[config.mk]
export PLATFORM = sky130hd
export DESIGN_NAME = lcd_line_timing_controller
export DESIGN_NICKNAME = d
export VERILOG_FILES = /design/src/rtl/core/llt_pkg.sv /design/src/rtl/core/llt_sprite_scan.sv /design/src/rtl/core/lcd_line_timing_controller.sv
export SDC_FILE = /design/constraint.sdc
export NUM_CORES = 1
export LEC_CHECK = 0
export BUFFER_PORTS_ARGS = -buffer_cell sky130_fd_sc_hd__buf_2
export CAP_MARGIN = 20
export CORE_AREA = 2 2 192 194
export CTS_BUF_LIST = sky130_fd_sc_hd__clkbuf_8
export DETAILED_ROUTE_END_ITERATION = 8
export DIE_AREA = 0 0 194 196
export PLACE_DENSITY = 0.83
export RECOVER_POWER = 100
export SLEW_MARGIN = 20
export SYNTH_ARGS = -nofsm -noshare
export SYNTH_HDL_FRONTEND = slang
export SYNTH_HIERARCHICAL = 1
export SYNTH_SLANG_ARGS = --single-unit
[constraint.sdc]
create_clock -name clk -period 3.3 [get_ports clk]
set_input_delay 0.66 -clock clk [delete_from_list [all_inputs] [get_ports clk]]
set_output_delay 0.66 -clock clk [all_outputs]
set_load 0.1 [all_outputs]
[src/rtl/core/llt_pkg.sv]
// Shared types and constants of the LCD line timing controller.
// Used by llt_sprite_scan and lcd_line_timing_controller; depends on nothing.
package llt_pkg;

  // Default sizes of the sprite-Y store and of the per-line sprite limit.
  localparam int SPRITE_SLOTS_DEF = 40;
  localparam int MAX_SPRITES_DEF  = 10;

  // Width of the sprite slot field of an input beat.
  localparam int SLOT_FIELD_W = 6;

  // Line timing constants.
  localparam logic [9:0] LINE_CYCLES   = 10'd456;
  localparam logic [9:0] SCAN_CYCLES   = 10'd80;
  localparam logic [7:0] VISIBLE_LINES = 8'd144;
  localparam logic [7:0] LAST_LINE     = 8'd153;
  localparam logic [8:0] XFER_BASE     = 9'd172;
  localparam logic [8:0] XFER_MAX      = 9'd291;
  localparam logic [8:0] Y_OFFSET      = 9'd16;
  localparam logic [8:0] SPRITE_SHORT  = 9'd8;
  localparam logic [8:0] SPRITE_TALL   = 9'd16;

  // Status mode codes.
  localparam logic [1:0] MODE_HBLANK = 2'd0;
  localparam logic [1:0] MODE_VBLANK = 2'd1;
  localparam logic [1:0] MODE_OAM    = 2'd2;
  localparam logic [1:0] MODE_XFER   = 2'd3;

  // Configuration register indexes.
  localparam logic [1:0] REG_LCD_CONTROL  = 2'd0;
  localparam logic [1:0] REG_FINE_SCROLL  = 2'd1;
  localparam logic [1:0] REG_LINE_COMPARE = 2'd2;
  localparam logic [1:0] REG_STAT_ENABLES = 2'd3;

  // Input beat kinds carried on tuser.
  localparam logic ACT_TICK  = 1'b0;
  localparam logic ACT_WRITE = 1'b1;

  // Bit positions inside lcd_control and stat_enables.
  localparam int LCDC_ENABLE_BIT  = 7;
  localparam int LCDC_SPRITES_BIT = 1;
  localparam int LCDC_TALL_BIT    = 2;
  localparam int STAT_HBLANK_BIT  = 0;
  localparam int STAT_VBLANK_BIT  = 1;
  localparam int STAT_OAM_BIT     = 2;
  localparam int STAT_MATCH_BIT   = 3;

  // Request from the timing sequencer to the sprite scan unit.
  typedef struct packed {
    logic       start;
    logic [7:0] line;
    logic       shown;
    logic       tall;
    logic [2:0] fine;
  } scan_req_t;

  // Answer of the sprite scan unit.
  typedef struct packed {
    logic       done;
    logic [8:0] length;
  } scan_rsp_t;

endpackage

[src/rtl/core/llt_sprite_scan.sv]
// Sprite-Y store and the transfer length scanner of the LCD line timing controller.
// One comparator walks the store one slot a cycle. Depends on llt_pkg.
module llt_sprite_scan #(
  parameter int SPRITE_SLOTS         = llt_pkg::SPRITE_SLOTS_DEF,
  parameter int MAX_SPRITES_PER_LINE = llt_pkg::MAX_SPRITES_DEF
) (
  input  logic                              clk,
  input  logic                              rst_n,
  input  llt_pkg::scan_req_t                req_i,
  output llt_pkg::scan_rsp_t                rsp_o,
  input  logic                              wr_en_i,
  input  logic [llt_pkg::SLOT_FIELD_W-1:0]  wr_slot_i,
  input  logic [7:0]                        wr_y_i
);
  import llt_pkg::*;

  localparam int SLOT_W = (SPRITE_SLOTS > 1) ? $clog2(SPRITE_SLOTS) : 1;
  localparam int CNT_W  = $clog2(SPRITE_SLOTS + 1);
  localparam int HIT_W  = $clog2(MAX_SPRITES_PER_LINE + 1);
  localparam logic [CNT_W-1:0]        SLOT_END  = CNT_W'(SPRITE_SLOTS);
  localparam logic [HIT_W-1:0]        HIT_LIMIT = HIT_W'(MAX_SPRITES_PER_LINE);
  localparam logic [SLOT_FIELD_W:0]   SLOTS_EXT = (SLOT_FIELD_W + 1)'(SPRITE_SLOTS);

  logic [7:0]              y_mem [SPRITE_SLOTS];
  logic [SPRITE_SLOTS-1:0] valid_r;
  logic [7:0]              rd_y_r;
  logic                    rd_ok_r;

  logic                    running_r, running_nxt;
  logic                    pend_r, pend_nxt;
  logic [CNT_W-1:0]        addr_r, addr_nxt;
  logic [HIT_W-1:0]        hits_r, hits_nxt;
  logic [7:0]              line_r, line_nxt;
  logic                    shown_r, shown_nxt;
  logic                    tall_r, tall_nxt;
  logic [2:0]              fine_r, fine_nxt;
  logic                    done_r, done_nxt;
  logic [8:0]              len_r, len_nxt;

  logic                    wr_ok;
  logic [SLOT_W-1:0]       wr_idx;
  logic [SLOT_W-1:0]       rd_idx;
  logic                    issue;
  logic                    finish;
  logic [8:0]              row;
  logic [8:0]              y_ext;
  logic [8:0]              height;
  logic                    hit;
  logic [8:0]              len_raw;

  assign wr_ok  = wr_en_i && ({1'b0, wr_slot_i} < SLOTS_EXT);
  assign wr_idx = wr_slot_i[SLOT_W-1:0];
  assign rd_idx = addr_r[SLOT_W-1:0];
  assign issue  = running_r && (addr_r != SLOT_END);
  assign finish = running_r && !issue && !pend_r;

  // Store: one write port, one registered read port.
  always_ff @(posedge clk) begin
    if (wr_ok) begin
      y_mem[wr_idx] <= wr_y_i;
    end
    if (issue) begin
      rd_y_r  <= y_mem[rd_idx];
      rd_ok_r <= valid_r[rd_idx];
    end
  end

  // An entry that was never written reads as zero.
  always_ff @(posedge clk) begin
    if (!rst_n) begin
      valid_r <= '0;
    end else if (wr_ok) begin
      valid_r[wr_idx] <= 1'b1;
    end
  end

  // Sprite on the line when row - y lies in [0, height).
  assign row    = {1'b0, line_r} + Y_OFFSET;
  assign y_ext  = {1'b0, (rd_ok_r ? rd_y_r : 8'd0)};
  assign height = tall_r ? SPRITE_TALL : SPRITE_SHORT;
  assign hit    = (y_ext <= row) && (row < (y_ext + height));

  assign len_raw = XFER_BASE + {6'd0, fine_r} +
                   (shown_r ? (9'(hits_r) << 1) : 9'd0);

  always_comb begin
    running_nxt = running_r;
    pend_nxt    = 1'b0;
    addr_nxt    = addr_r;
    hits_nxt    = hits_r;
    line_nxt    = line_r;
    shown_nxt   = shown_r;
    tall_nxt    = tall_r;
    fine_nxt    = fine_r;
    done_nxt    = 1'b0;
    len_nxt     = len_r;
    if (req_i.start) begin
      running_nxt = 1'b1;
      addr_nxt    = '0;
      hits_nxt    = '0;
      line_nxt    = req_i.line;
      shown_nxt   = req_i.shown;
      tall_nxt    = req_i.tall;
      fine_nxt    = req_i.fine;
    end else if (running_r) begin
      if (issue) begin
        pend_nxt = 1'b1;
        addr_nxt = addr_r + CNT_W'(1);
      end
      if (pend_r && hit && (hits_r != HIT_LIMIT)) begin
        hits_nxt = hits_r + HIT_W'(1);
      end
      if (finish) begin
        running_nxt = 1'b0;
        done_nxt    = 1'b1;
        len_nxt     = (len_raw > XFER_MAX) ? XFER_MAX : len_raw;
      end
    end
  end

  always_ff @(posedge clk) begin
    if (!rst_n) begin
      running_r <= 1'b0;
      pend_r    <= 1'b0;
      done_r    <= 1'b0;
    end else begin
      running_r <= running_nxt;
      pend_r    <= pend_nxt;
      done_r    <= done_nxt;
    end
    addr_r  <= addr_nxt;
    hits_r  <= hits_nxt;
    line_r  <= line_nxt;
    shown_r <= shown_nxt;
    tall_r  <= tall_nxt;
    fine_r  <= fine_nxt;
    len_r   <= len_nxt;
  end

  assign rsp_o.done   = done_r;
  assign rsp_o.length = len_r;

endmodule

[src/rtl/core/lcd_line_timing_controller.sv]
// Top level of the LCD line timing controller: line and mode sequencer,
// status publishing, interrupt pulses and output register. Depends on llt_pkg
// and llt_sprite_scan.
//
// The block keeps a line cycle counter that wraps at LINE_CYCLES, over 154 lines
// of a frame. Each input beat carries either a tick (tuser 0), which adds elapsed
// clock cycles and moves the line and mode, or a sprite-Y write (tuser 1), which
// loads one slot of the sprite-Y store. Every input beat produces exactly one
// output beat with the current line, the published status mode and line-match
// flag, and the STAT, vertical-blank and render-start pulses. Items are handled
// one at a time: in_tready is high only while the sequencer is idle. A tick that
// ends a visible line, starts a transfer, or wraps the frame runs the sprite scan,
// which walks the store one slot per cycle through a single comparator over the
// store's single read port. The finished result sits in an output register, so
// the next beat is accepted while it waits for out_tready; the sequencer stalls
// only when a new result is ready and the register is still full. The sprite
// store clears at reset through per-slot valid bits, so no clearing pass is
// needed. Configuration registers are written through the cfg_ port; the user
// must write them only while no item is in flight; the block itself does not
// enforce it.
module lcd_line_timing_controller #(
  parameter int SPRITE_SLOTS         = llt_pkg::SPRITE_SLOTS_DEF,
  parameter int MAX_SPRITES_PER_LINE = llt_pkg::MAX_SPRITES_DEF
) (
  input  logic        clk,
  input  logic        rst_n,
  // Input stream.
  input  logic        in_tvalid,
  output logic        in_tready,
  input  logic [23:0] in_tdata,   // elapsed_cycles[7:0], sprite_slot[13:8], y_pos[21:14]
  input  logic        in_tuser,   // action: 0 tick, 1 sprite-Y write
  // Result stream.
  output logic        out_tvalid,
  input  logic        out_tready,
  output logic [15:0] out_tdata,  // line_number[7:0], status_mode[9:8], line_match[10],
                                  // stat_irq[11], vblank_irq[12], render_start[13]
  // Configuration write port.
  input  logic        cfg_wr_en,
  input  logic [1:0]  cfg_addr,
  input  logic [7:0]  cfg_wr_data
);
  import llt_pkg::*;

  typedef enum logic [1:0] {S_IDLE, S_EVAL, S_SCAN, S_PUB} state_t;

  // Configuration registers.
  logic [7:0] lcd_ctrl_r;
  logic [2:0] fine_x_r;
  logic [7:0] lyc_r;
  logic [3:0] stat_en_r;

  // Timing state.
  state_t     state_r, state_nxt;
  logic [9:0] cycle_r, cycle_nxt;
  logic [7:0] line_r, line_nxt;
  logic [1:0] mode_r, mode_nxt;
  logic [8:0] xfer_len_r, xfer_len_nxt;
  logic [2:0] pub_r, pub_nxt;
  logic       stat_lvl_r, stat_lvl_nxt;
  logic       lcd_on_r, lcd_on_nxt;

  // Per-item working registers.
  logic [9:0] sum_r, sum_nxt;
  logic       early_r, early_nxt;
  logic       do_pub_r, do_pub_nxt;
  logic       vbl_p_r, vbl_p_nxt;
  logic       rend_p_r, rend_p_nxt;

  // Output register.
  logic       out_valid_r, out_valid_nxt;
  logic [7:0] out_line_r, out_line_nxt;
  logic [1:0] out_mode_r, out_mode_nxt;
  logic       out_match_r, out_match_nxt;
  logic       out_stat_r, out_stat_nxt;
  logic       out_vbl_r, out_vbl_nxt;
  logic       out_rend_r, out_rend_nxt;

  scan_req_t  scan_req;
  scan_rsp_t  scan_rsp;
  logic       store_wr;

  logic       in_fire;
  logic       out_free;
  logic [9:0] base;
  logic       line_end;
  logic       match;
  logic       stat_sig;
  logic [2:0] pub_val;

  assign in_tready = (state_r == S_IDLE);
  assign in_fire   = in_tvalid && in_tready;
  assign out_free  = !out_valid_r || out_tready;
  assign base      = lcd_on_r ? cycle_r : 10'd0;
  assign line_end  = (sum_r >= LINE_CYCLES);

  // Combined status interrupt line for the line and mode now current.
  assign match    = (line_r == lyc_r);
  assign stat_sig = (match && stat_en_r[STAT_MATCH_BIT]) ||
                    ((mode_r == MODE_HBLANK) && stat_en_r[STAT_HBLANK_BIT]) ||
                    ((mode_r == MODE_VBLANK) && stat_en_r[STAT_VBLANK_BIT]) ||
                    ((mode_r == MODE_OAM) && stat_en_r[STAT_OAM_BIT]);
  assign pub_val  = do_pub_r ? {match, mode_r} : pub_r;

  // Configuration writes.
  always_ff @(posedge clk) begin
    if (!rst_n) begin
      lcd_ctrl_r <= 8'd0;
      fine_x_r   <= 3'd0;
      lyc_r      <= 8'd0;
      stat_en_r  <= 4'd0;
    end else if (cfg_wr_en) begin
      unique case (cfg_addr)
        REG_LCD_CONTROL:  lcd_ctrl_r <= cfg_wr_data;
        REG_FINE_SCROLL:  fine_x_r   <= cfg_wr_data[2:0];
        REG_LINE_COMPARE: lyc_r      <= cfg_wr_data;
        REG_STAT_ENABLES: stat_en_r  <= cfg_wr_data[3:0];
        default: ;
      endcase
    end
  end

  // Sequencer: accept, evaluate the tick, optionally scan sprites, publish.
  always_comb begin
    state_nxt     = state_r;
    cycle_nxt     = cycle_r;
    line_nxt      = line_r;
    mode_nxt      = mode_r;
    xfer_len_nxt  = xfer_len_r;
    pub_nxt       = pub_r;
    stat_lvl_nxt  = stat_lvl_r;
    lcd_on_nxt    = lcd_on_r;
    sum_nxt       = sum_r;
    early_nxt     = early_r;
    do_pub_nxt    = do_pub_r;
    vbl_p_nxt     = vbl_p_r;
    rend_p_nxt    = rend_p_r;
    out_valid_nxt = out_valid_r && !out_tready;
    out_line_nxt  = out_line_r;
    out_mode_nxt  = out_mode_r;
    out_match_nxt = out_match_r;
    out_stat_nxt  = out_stat_r;
    out_vbl_nxt   = out_vbl_r;
    out_rend_nxt  = out_rend_r;
    store_wr      = 1'b0;
    scan_req.start = 1'b0;
    scan_req.line  = line_r;
    scan_req.shown = lcd_ctrl_r[LCDC_SPRITES_BIT];
    scan_req.tall  = lcd_ctrl_r[LCDC_TALL_BIT];
    scan_req.fine  = fine_x_r;

    unique case (state_r)
      S_IDLE: begin
        if (in_fire) begin
          do_pub_nxt = 1'b0;
          vbl_p_nxt  = 1'b0;
          rend_p_nxt = 1'b0;
          if (in_tuser == ACT_WRITE) begin
            store_wr  = 1'b1;
            state_nxt = S_PUB;
          end else if (!lcd_ctrl_r[LCDC_ENABLE_BIT]) begin
            // First tick with the LCD off parks the timing; later ones do nothing.
            if (lcd_on_r) begin
              line_nxt   = 8'd0;
              mode_nxt   = MODE_HBLANK;
              cycle_nxt  = 10'd0;
              lcd_on_nxt = 1'b0;
            end
            state_nxt = S_PUB;
          end else begin
            // Turning the LCD on restarts the frame at line 0.
            if (!lcd_on_r) begin
              lcd_on_nxt = 1'b1;
              line_nxt   = 8'd0;
              mode_nxt   = MODE_OAM;
            end
            sum_nxt   = base + 10'(in_tdata[7:0]);
            early_nxt = (base < SCAN_CYCLES);
            state_nxt = S_EVAL;
          end
        end
      end
      S_EVAL: begin
        do_pub_nxt = 1'b1;
        state_nxt  = S_PUB;
        if (line_r < VISIBLE_LINES) begin
          if (line_end) begin
            // Length is recomputed for the line just finished.
            cycle_nxt      = sum_r - LINE_CYCLES;
            scan_req.start = 1'b1;
            line_nxt       = line_r + 8'd1;
            if ((line_r + 8'd1) == VISIBLE_LINES) begin
              mode_nxt  = MODE_VBLANK;
              vbl_p_nxt = 1'b1;
            end else begin
              mode_nxt = MODE_OAM;
            end
            state_nxt = S_SCAN;
          end else begin
            cycle_nxt = sum_r;
            if (sum_r < SCAN_CYCLES) begin
              mode_nxt = MODE_OAM;
            end else if (sum_r < (SCAN_CYCLES + {1'b0, xfer_len_r})) begin
              mode_nxt = MODE_XFER;
              if (early_r) begin
                scan_req.start = 1'b1;
                rend_p_nxt     = 1'b1;
                state_nxt      = S_SCAN;
              end
            end else begin
              // Includes a tick that jumps over the whole transfer.
              mode_nxt = MODE_HBLANK;
            end
          end
        end else if (line_end) begin
          cycle_nxt = sum_r - LINE_CYCLES;
          if (line_r == LAST_LINE) begin
            // Frame wrap: line 0 gets its transfer length up front.
            line_nxt       = 8'd0;
            mode_nxt       = MODE_OAM;
            scan_req.start = 1'b1;
            scan_req.line  = 8'd0;
            state_nxt      = S_SCAN;
          end else begin
            line_nxt = line_r + 8'd1;
            mode_nxt = MODE_VBLANK;
          end
        end else begin
          // Vertical blank tick inside a line publishes nothing.
          cycle_nxt  = sum_r;
          do_pub_nxt = 1'b0;
        end
      end
      S_SCAN: begin
        if (scan_rsp.done) begin
          xfer_len_nxt = scan_rsp.length;
          state_nxt    = S_PUB;
        end
      end
      S_PUB: begin
        if (out_free) begin
          pub_nxt = pub_val;
          if (do_pub_r) begin
            stat_lvl_nxt = stat_sig;
          end
          out_valid_nxt = 1'b1;
          out_line_nxt  = line_r;
          out_mode_nxt  = pub_val[1:0];
          out_match_nxt = pub_val[2];
          out_stat_nxt  = do_pub_r && stat_sig && !stat_lvl_r;
          out_vbl_nxt   = vbl_p_r;
          out_rend_nxt  = rend_p_r;
          state_nxt     = S_IDLE;
        end
      end
      default: state_nxt = S_IDLE;
    endcase
  end

  always_ff @(posedge clk) begin
    if (!rst_n) begin
      state_r     <= S_IDLE;
      cycle_r     <= 10'd0;
      line_r      <= 8'd0;
      mode_r      <= MODE_OAM;
      xfer_len_r  <= 9'd0;
      pub_r       <= 3'd0;
      stat_lvl_r  <= 1'b0;
      lcd_on_r    <= 1'b0;
      out_valid_r <= 1'b0;
    end else begin
      state_r     <= state_nxt;
      cycle_r     <= cycle_nxt;
      line_r      <= line_nxt;
      mode_r      <= mode_nxt;
      xfer_len_r  <= xfer_len_nxt;
      pub_r       <= pub_nxt;
      stat_lvl_r  <= stat_lvl_nxt;
      lcd_on_r    <= lcd_on_nxt;
      out_valid_r <= out_valid_nxt;
    end
    sum_r       <= sum_nxt;
    early_r     <= early_nxt;
    do_pub_r    <= do_pub_nxt;
    vbl_p_r     <= vbl_p_nxt;
    rend_p_r    <= rend_p_nxt;
    out_line_r  <= out_line_nxt;
    out_mode_r  <= out_mode_nxt;
    out_match_r <= out_match_nxt;
    out_stat_r  <= out_stat_nxt;
    out_vbl_r   <= out_vbl_nxt;
    out_rend_r  <= out_rend_nxt;
  end

  llt_sprite_scan #(
    .SPRITE_SLOTS         (SPRITE_SLOTS),
    .MAX_SPRITES_PER_LINE (MAX_SPRITES_PER_LINE)
  ) u_scan (
    .clk       (clk),
    .rst_n     (rst_n),
    .req_i     (scan_req),
    .rsp_o     (scan_rsp),
    .wr_en_i   (store_wr),
    .wr_slot_i (in_tdata[13:8]),
    .wr_y_i    (in_tdata[21:14])
  );

  assign out_tvalid = out_valid_r;
  assign out_tdata  = {2'b00, out_rend_r, out_vbl_r, out_stat_r, out_match_r,
                       out_mode_r, out_line_r};

  // A render-start beat always reports the transfer mode.
  assert property (@(posedge clk) disable iff (!rst_n)
    (out_valid_r && out_rend_r) |-> (out_mode_r == MODE_XFER))
    else $error("render start without transfer mode");

  // The vertical-blank pulse comes only with line 144 in vertical blank.
  assert property (@(posedge clk) disable iff (!rst_n)
    (out_valid_r && out_vbl_r) |->
      ((out_line_r == VISIBLE_LINES) && (out_mode_r == MODE_VBLANK)))
    else $error("vblank pulse on wrong line or mode");

  // The scan unit only answers while the sequencer waits for it.
  assert property (@(posedge clk) disable iff (!rst_n)
    scan_rsp.done |-> (state_r == S_SCAN))
    else $error("sprite scan finished outside the scan state");

  // The line counter never leaves the frame.
  assert property (@(posedge clk) disable iff (!rst_n)
    line_r <= LAST_LINE)
    else $error("line counter out of range");

endmodule
==> results of run 1 <==
## Yosys cell counts, types with 26 or more instances
cell type  number  area, sq um
edfxtp_1      377        11300
nor2_1        114          428
ha_1           55          688
nand3_1        32          160
mux4_2         96         2160
dfxtp_1       108         2160
mux2i_1        26          260
nand2_1        76          285
o21a_1         45          338
inv_1          48          180
clkbuf_1       47          176
a21oi_1        60          300
## routing by layer
layer | GRT usage, % | vias to the layer above | part of all wire, %
met3 | 4.33 | 113 | 7.0
met4 | 9.60 | 0 | 3.0
met5 | 0 | - | 0
met2 | 38.6 | 507 | 50
li1 | - | 5486 | -
met1 | 29.9 | 6044 | 40
## power breakdown
group	switching (W)	internal (W)
combinational	0.00164	0.00134
sequential	0.000258	0.00678
clock	0.00233	0.00243
## flip-flops by register name, indices dropped and copies added (netlist names), 6 cells and up
signal / cells
cycle_r: 10
line_r: 8
u_scan/rd_y_r: 8
u_scan/valid_r: 40
sum_r: 10
out_line_r: 8
u_scan/addr_r: 6
u_scan/line_r: 8
lyc_r: 8
u_scan/len_r: 7
u_scan/y_mem: 320
xfer_len_r: 9
## path summary, 6_finish.rpt
path | endpoint | slack (ns) | cells after the start
hold / removal | lyc_r[6] | 0.28 | 3
setup reg to reg | u_scan/y_mem[28][1] | 0.12 | 7
setup / recovery | u_scan/y_mem[28][1] | 0.12 | 7
hold reg to reg | out_vbl_r | 0.42 | 0
## critical path, stage by stage, from the launching register on
cell and delay [ns]:
dfxtp_1 0.37, inv_1 0.13, ha_1 0.33, and3_1 0.55, and2_0 0.34, nand3_1 0.40
nor2_1 0.21, clkbuf_1 0.48
## area by class of cell
cell class,instances,area (sq um),area share (%)
repair buffers,125,674,2.94
multi-input cells,761,6590,28.7
well taps,468,586,2.55
clock inverters,57,313,1.36
inverters,49,184,0.801
clock buffers,83,1140,4.97
flip-flops and latches,485,13500,58.7
## through the flow
stage	setup slack [ns]	cell area, sq um
finish	0.122	23000
global route	0.0533	23000
CTS	0.185	23100
detailed placement	0.239	21700
global placement	0.289	21700
floorplan	0.0440	20600
## cells by family after synthesis
kind of cell	count (synthesis)
AO/OA/AOI/OAI	206
XOR/XNOR	34
other	3
buffers and inverters	125
flip-flops	485
multiplexers	136
adder cells (fa/ha/maj)	59
AND/OR/NAND/NOR	322
==> results_dict.tcl, run 1 <==
set metrics [dict create \
    via_count 12200 \
    drc 0 \
    cts_resized 0 \
    h-tree-depth 3 \
    syn_avg_cell_area_sq_um 15.0 \
    grt_overflow 0 \
    grt_max_degree 52 \
    path_max_fanout 9 \
    syn_inst 1370 \
    fin_setup_tns_ns 0 \
    antenna_found_initial 0 \
    finalPower_w 0.0148 \
    instances_no_fill 2028 \
    vias_per_cell 5.99 \
    synthAdderAreaFrac_pct 3.68 \
    hold_viol 0 \
    critPathArrivalTime_ns 3.44 \
    setup_viol 0 \
    ys_warn_count 6 \
    synth-compound-area-share_pct 6.70 \
    finalCritPeriodShare_pct 96.3 \
    synth_top_family_by_area "multiplexers" \
    nNetsFinal 1595 \
    placed_cells 1888 \
    final_core_util_pct 63.7 \
    fp-row-count 70 \
    slew_viol_final 328 \
    mostFrequentLayoutCell "edfxtp_1" \
    synth_seq_area_share_pct 65.5 \
    gp_congestion 0.870 \
    synth-seq-cells 485 \
    cts-root-buf "clkbuf_8" \
    cts_max_path_buffers 3 \
    min_from "cfg_wr_data[6]" \
    worstSetupPathType "reg2reg" \
    die-area_sq_um 38000 \
    ant_nets 0 \
    grt_pass1_wl_microns 67300 \
    ir_drop_v 0.000660 \
    clock_latency_ns 0.65 \
    synth_mux_area_share_pct 12.5 \
    outcome "finished with violations" \
    holdWs_ns 0.279 \
    fmax_mhz 315 \
    chipWidth_microns 194 \
    pin_count 58 \
    synth_edf_count 377 \
    failed_checks "capacitance limit, slew limit" \
    cp-end-kind "flop" \
    grt_usage_pct 23.0 \
    worst_pin_slew_ns 1.89 \
    clkTransAtPathRegs_ns 0.06 \
    synthFlopType "edfxtp_1" \
    drt-total-wl_microns 43200 \
    dp.final_hpwl_microns 27900 \
    hold_class "in2reg" \
    r2r-start "state_r[0]" \
    yosys.area_share.simple_pct 7.48 \
    start_kind "flop" \
    start_util_pct 57.1 \
    hold_buffers 0 \
    synthesis.area_sq_um 20600 \
    coreArea_sq_um 36100 \
    ys_types 73 \
    synth_xor_area_share_pct 1.45 \
    rsz0062_at_grt "no" \
    portBuffers 53 \
    period_needed_ns 3.18 \
    drt_iter0_markers 1107 \
    clock_sinks 485 \
    cap_violations 8 \
    drive_gt1_share_pct 18.2 \
    grt_pass1_vias 12400 \
    final_cell_mix "377 x edfxtp_1, 113 x nor2_1, 106 x dfxtp_1" \
    async_flop_share_pct 0 \
    fillers 2552 \
    cp.required_ns 3.56 \
    syn_to_final_growth_pct 11.6 \
    firstDrtPassIters 5 \
    relSlewSlack_pct -26.2 \
    cts_setup_buffers 0 \
    power.leakage_nw 8.01 \
    power_density_nw_per_um2 643 \
    cts_tree "yes" \
    antenna_cells 0 \
    fin_worst_skew_ns 0.0359 \
    die_y_microns 196 \
    setup.worst_path.start "state_r[0]" \
    cts_buffers 75 \
    avgRoutedWirePerCell_microns 21.3 \
]
Power figures use the tool's default switching activity.
==> inputs of run 2 (changes only) <==
ABC_AREA = 1   (was not set)
CORE_AREA = 2 2 195 197   (was 2 2 192 194)
DIE_AREA = 0 0 197 199   (was 0 0 194 196)
==> run 2 against run 1 <==
  * Die area up 3.1%
  * Non-clock buffer count down 16
  * Routed wire length up 15%
  * First-iteration DRC count up 45%
  * Largest cell class unchanged
  * The run still ends with capacitance limit, slew limit left
  * Final cell count up 32%
  * Critical endpoint is now u_scan/y_mem[35][2]
  * Sequential share of layout area down 0.74 points
  * Critical path type unchanged
  * Power up 13%
  * Via count up 28%
  * Hold slack better by 0.067 ns
==> results_dict.tcl, run 2 <==
set metrics [dict create \
    nNetsFinal 2227 \
    holdWs_ns 0.346 \
    period_needed_ns 3.23 \
    instances_no_fill 2667 \
    ant_nets 0 \
    p_comb_share_pct 28.4 \
    setup_viol 0 \
    ys_top_cells_by_area "edfxtp_1 53%, dfxtp_1 10%, nor2_1 7.1%, o21ai_0 5.2%, nand2_1 4.1%" \
    power_density_nw_per_um2 719 \
    power_frac_seq_pct 43.2 \
    yosysTopAreaCell "edfxtp_1" \
    firstDrtPassIters 5 \
    pin_count 58 \
    synth_top_area_share_pct 53.2 \
    synth.most_common_cell "nor2_1" \
    cp.required_ns 3.57 \
    clock_sinks 485 \
    ys_types 50 \
    outcome "finished with violations" \
    r2r-end "u_scan/y_mem[35][2]" \
    fin_worst_skew_ns 0.0374 \
    failed_checks "capacitance limit, slew limit" \
    fin_setup_tns_ns 0 \
    cap_violations 9 \
    drive_gt1_share_pct 8.49 \
    max_flop_register "u_scan/y_mem" \
    ir_drop_v 0.000535 \
    drt_iter0_markers 1608 \
    clkTransAtPathRegs_ns 0.06 \
    ys_top_cells_by_count "401 x nor2_1, 377 x edfxtp_1, 234 x nand2_1" \
    async_flop_share_pct 0 \
    power.share.clock_pct 28.4 \
    grt_pass1_wl_microns 77900 \
    finalPower_w 0.0167 \
    grt_pass1_vias 15500 \
    rsz0062_at_grt "yes" \
    cts_tree "yes" \
    switching_share_pct 36.2 \
    start_kind "flop" \
    fmax_mhz 309 \
    h-tree-depth 3 \
    coreArea_sq_um 37100 \
    cp-end-kind "flop" \
    finalCritPeriodShare_pct 98.0 \
    antenna_found_initial 0 \
    grt_max_degree 114 \
    synth_edf_count 377 \
    r2r-start "state_r[0]" \
    drc 0 \
    syn_inst 2044 \
    drt-total-wl_microns 49700 \
    detailed_place.area_sq_um 22000 \
    hold_buffers 0 \
    fp-row-count 71 \
    avgRoutedWirePerCell_microns 18.6 \
    ys_warn_count 6 \
    synth-seq-cells 485 \
    hold_viol 0 \
    clock_latency_ns 0.63 \
    gp_congestion 0.911 \
    top_regs "u_scan/y_mem (320), u_scan/valid_r (40)" \
    syn_to_final_growth_pct 9.34 \
    largest_reg_flops 320 \
    cts_setup_buffers 0 \
    hold_depth 3 \
    chipWidth_microns 197 \
    synth_seq_area_share_pct 63.4 \
    power.internal_w 0.0107 \
    synthFlopType "edfxtp_1" \
    switchingPower_w 0.00607 \
    synthesis.area_sq_um 21300 \
    cts_buffers 77 \
    dp.final_hpwl_microns 30400 \
    cts_resized 0 \
    die-area_sq_um 39200 \
    cts_max_path_buffers 3 \
    fin_area_sq_um 23300 \
    cts-root-buf "clkbuf_8" \
    worstSetupPathType "reg2reg" \
    hold_path_end "lyc_r[6]" \
    power.leakage_nw 8.64 \
    grt_overflow 0 \
    via_count 15600 \
    start_util_pct 57.3 \
    worst_pin_slew_ns 2.06 \
    path_max_fanout 9 \
    die_y_microns 199 \
    syn_avg_cell_area_sq_um 10.4 \
    reg2reg_depth 9 \
    grt_usage_pct 25.6 \
    slew_viol_final 369 \
    vias_per_cell 5.85 \
    min_from "cfg_wr_data[6]" \
    critPathArrivalTime_ns 3.50 \
    r2r_setup_slack_ns 0.07 \
    final_cell_mix "403 x nor2_1, 377 x edfxtp_1, 236 x nand2_1" \
    hold_class "in2reg" \
    portBuffers 53 \
    relSlewSlack_pct -37.5 \
    mostFrequentLayoutCell "nor2_1" \
    placed_cells 2524 \
]
-- run 2: layout make-up --
cell class / count / area (sq um)
clock inverters: 59 / 307
multi-input cells: 1281 / 6530
clock buffers: 83 / 1140
well taps: 474 / 593
inverters: 175 / 659
diodes: 1 / 2.50
flip-flops and latches: 485 / 13500
fillers: 2840 / 13900
repair buffers: 109 / 546
-- run 2: stage by stage --
stage	utilization [%]	worst slack, ns
2_1_floorplan	-	0.318
3_3_place_gp	59.3	0.322
3_5_place_dp	59.3	0.235
4_1_cts	63.2	0.219
5_1_grt	62.6	-0.0148
6_report	62.7	0.0655
-- run 2: worst max path at each step --
stage                       start                  end  slack (ns)  depth (start not counted)
floorplan           xfer_len_r[4]     u_scan/addr_r[4]        0.32                         17
global placement    xfer_len_r[4]      u_scan/len_r[6]        0.32                         14
detailed placement  xfer_len_r[4]      u_scan/len_r[6]        0.23                         14
CTS                 xfer_len_r[4]      u_scan/len_r[6]        0.22                         14
global route        xfer_len_r[4]      u_scan/len_r[3]       -0.01                         14
finish                 state_r[0]  u_scan/y_mem[35][2]        0.07                          9
-- run 2: per-layer routing --
layer	global-route usage, %	part of all wire, %	up-vias	routed length [microns]
li1	-	-	7255	-
met1	31.7	38	7394	18900
met2	43.1	49	810	24300
met3	5.31	9.4	147	4660
met4	12.3	3.7	0	1860
met5	0	0	-	0
-- run 2: power groups by stage --
stage	registers [W]	logic, W	clock network (W)
floorplan	0.00735	0.00341	0
global placement	0.00733	0.00447	0
detailed placement	0.00735	0.00466	0
CTS	0.00723	0.00469	0.00482
global route	0.00726	0.00517	0.00508
finish	0.00723	0.00475	0.00476
-- run 2: critical path, cell delays in order (launching register included) --
cell and delay (ns):
dfxtp_1 0.35, inv_1 0.12, ha_1 0.25, nand2_1 0.15, nor2_1 0.44, inv_1 0.18
a21oi_1 0.35, nand4_1 0.50, nor2_1 0.24, clkbuf_2 0.31
-- run 2: cell families (layout without fill, tap and decap cells) --
| family | count (synthesis) | in the layout | synth area share [%] |
|---|---|---|---|
| AND/OR/NAND/NOR | 755 | 755 | 14.5 |
| AO/OA/AOI/OAI | 443 | 443 | 11.9 |
| adder cells (fa/ha/maj) | 58 | 58 | 3.52 |
| buffers and inverters | 279 | 426 | 5.87 |
| XOR/XNOR | 21 | 21 | 0.864 |
| other | 3 | 5 | 0.0529 |
| flip-flops | 485 | 485 | 63.4 |
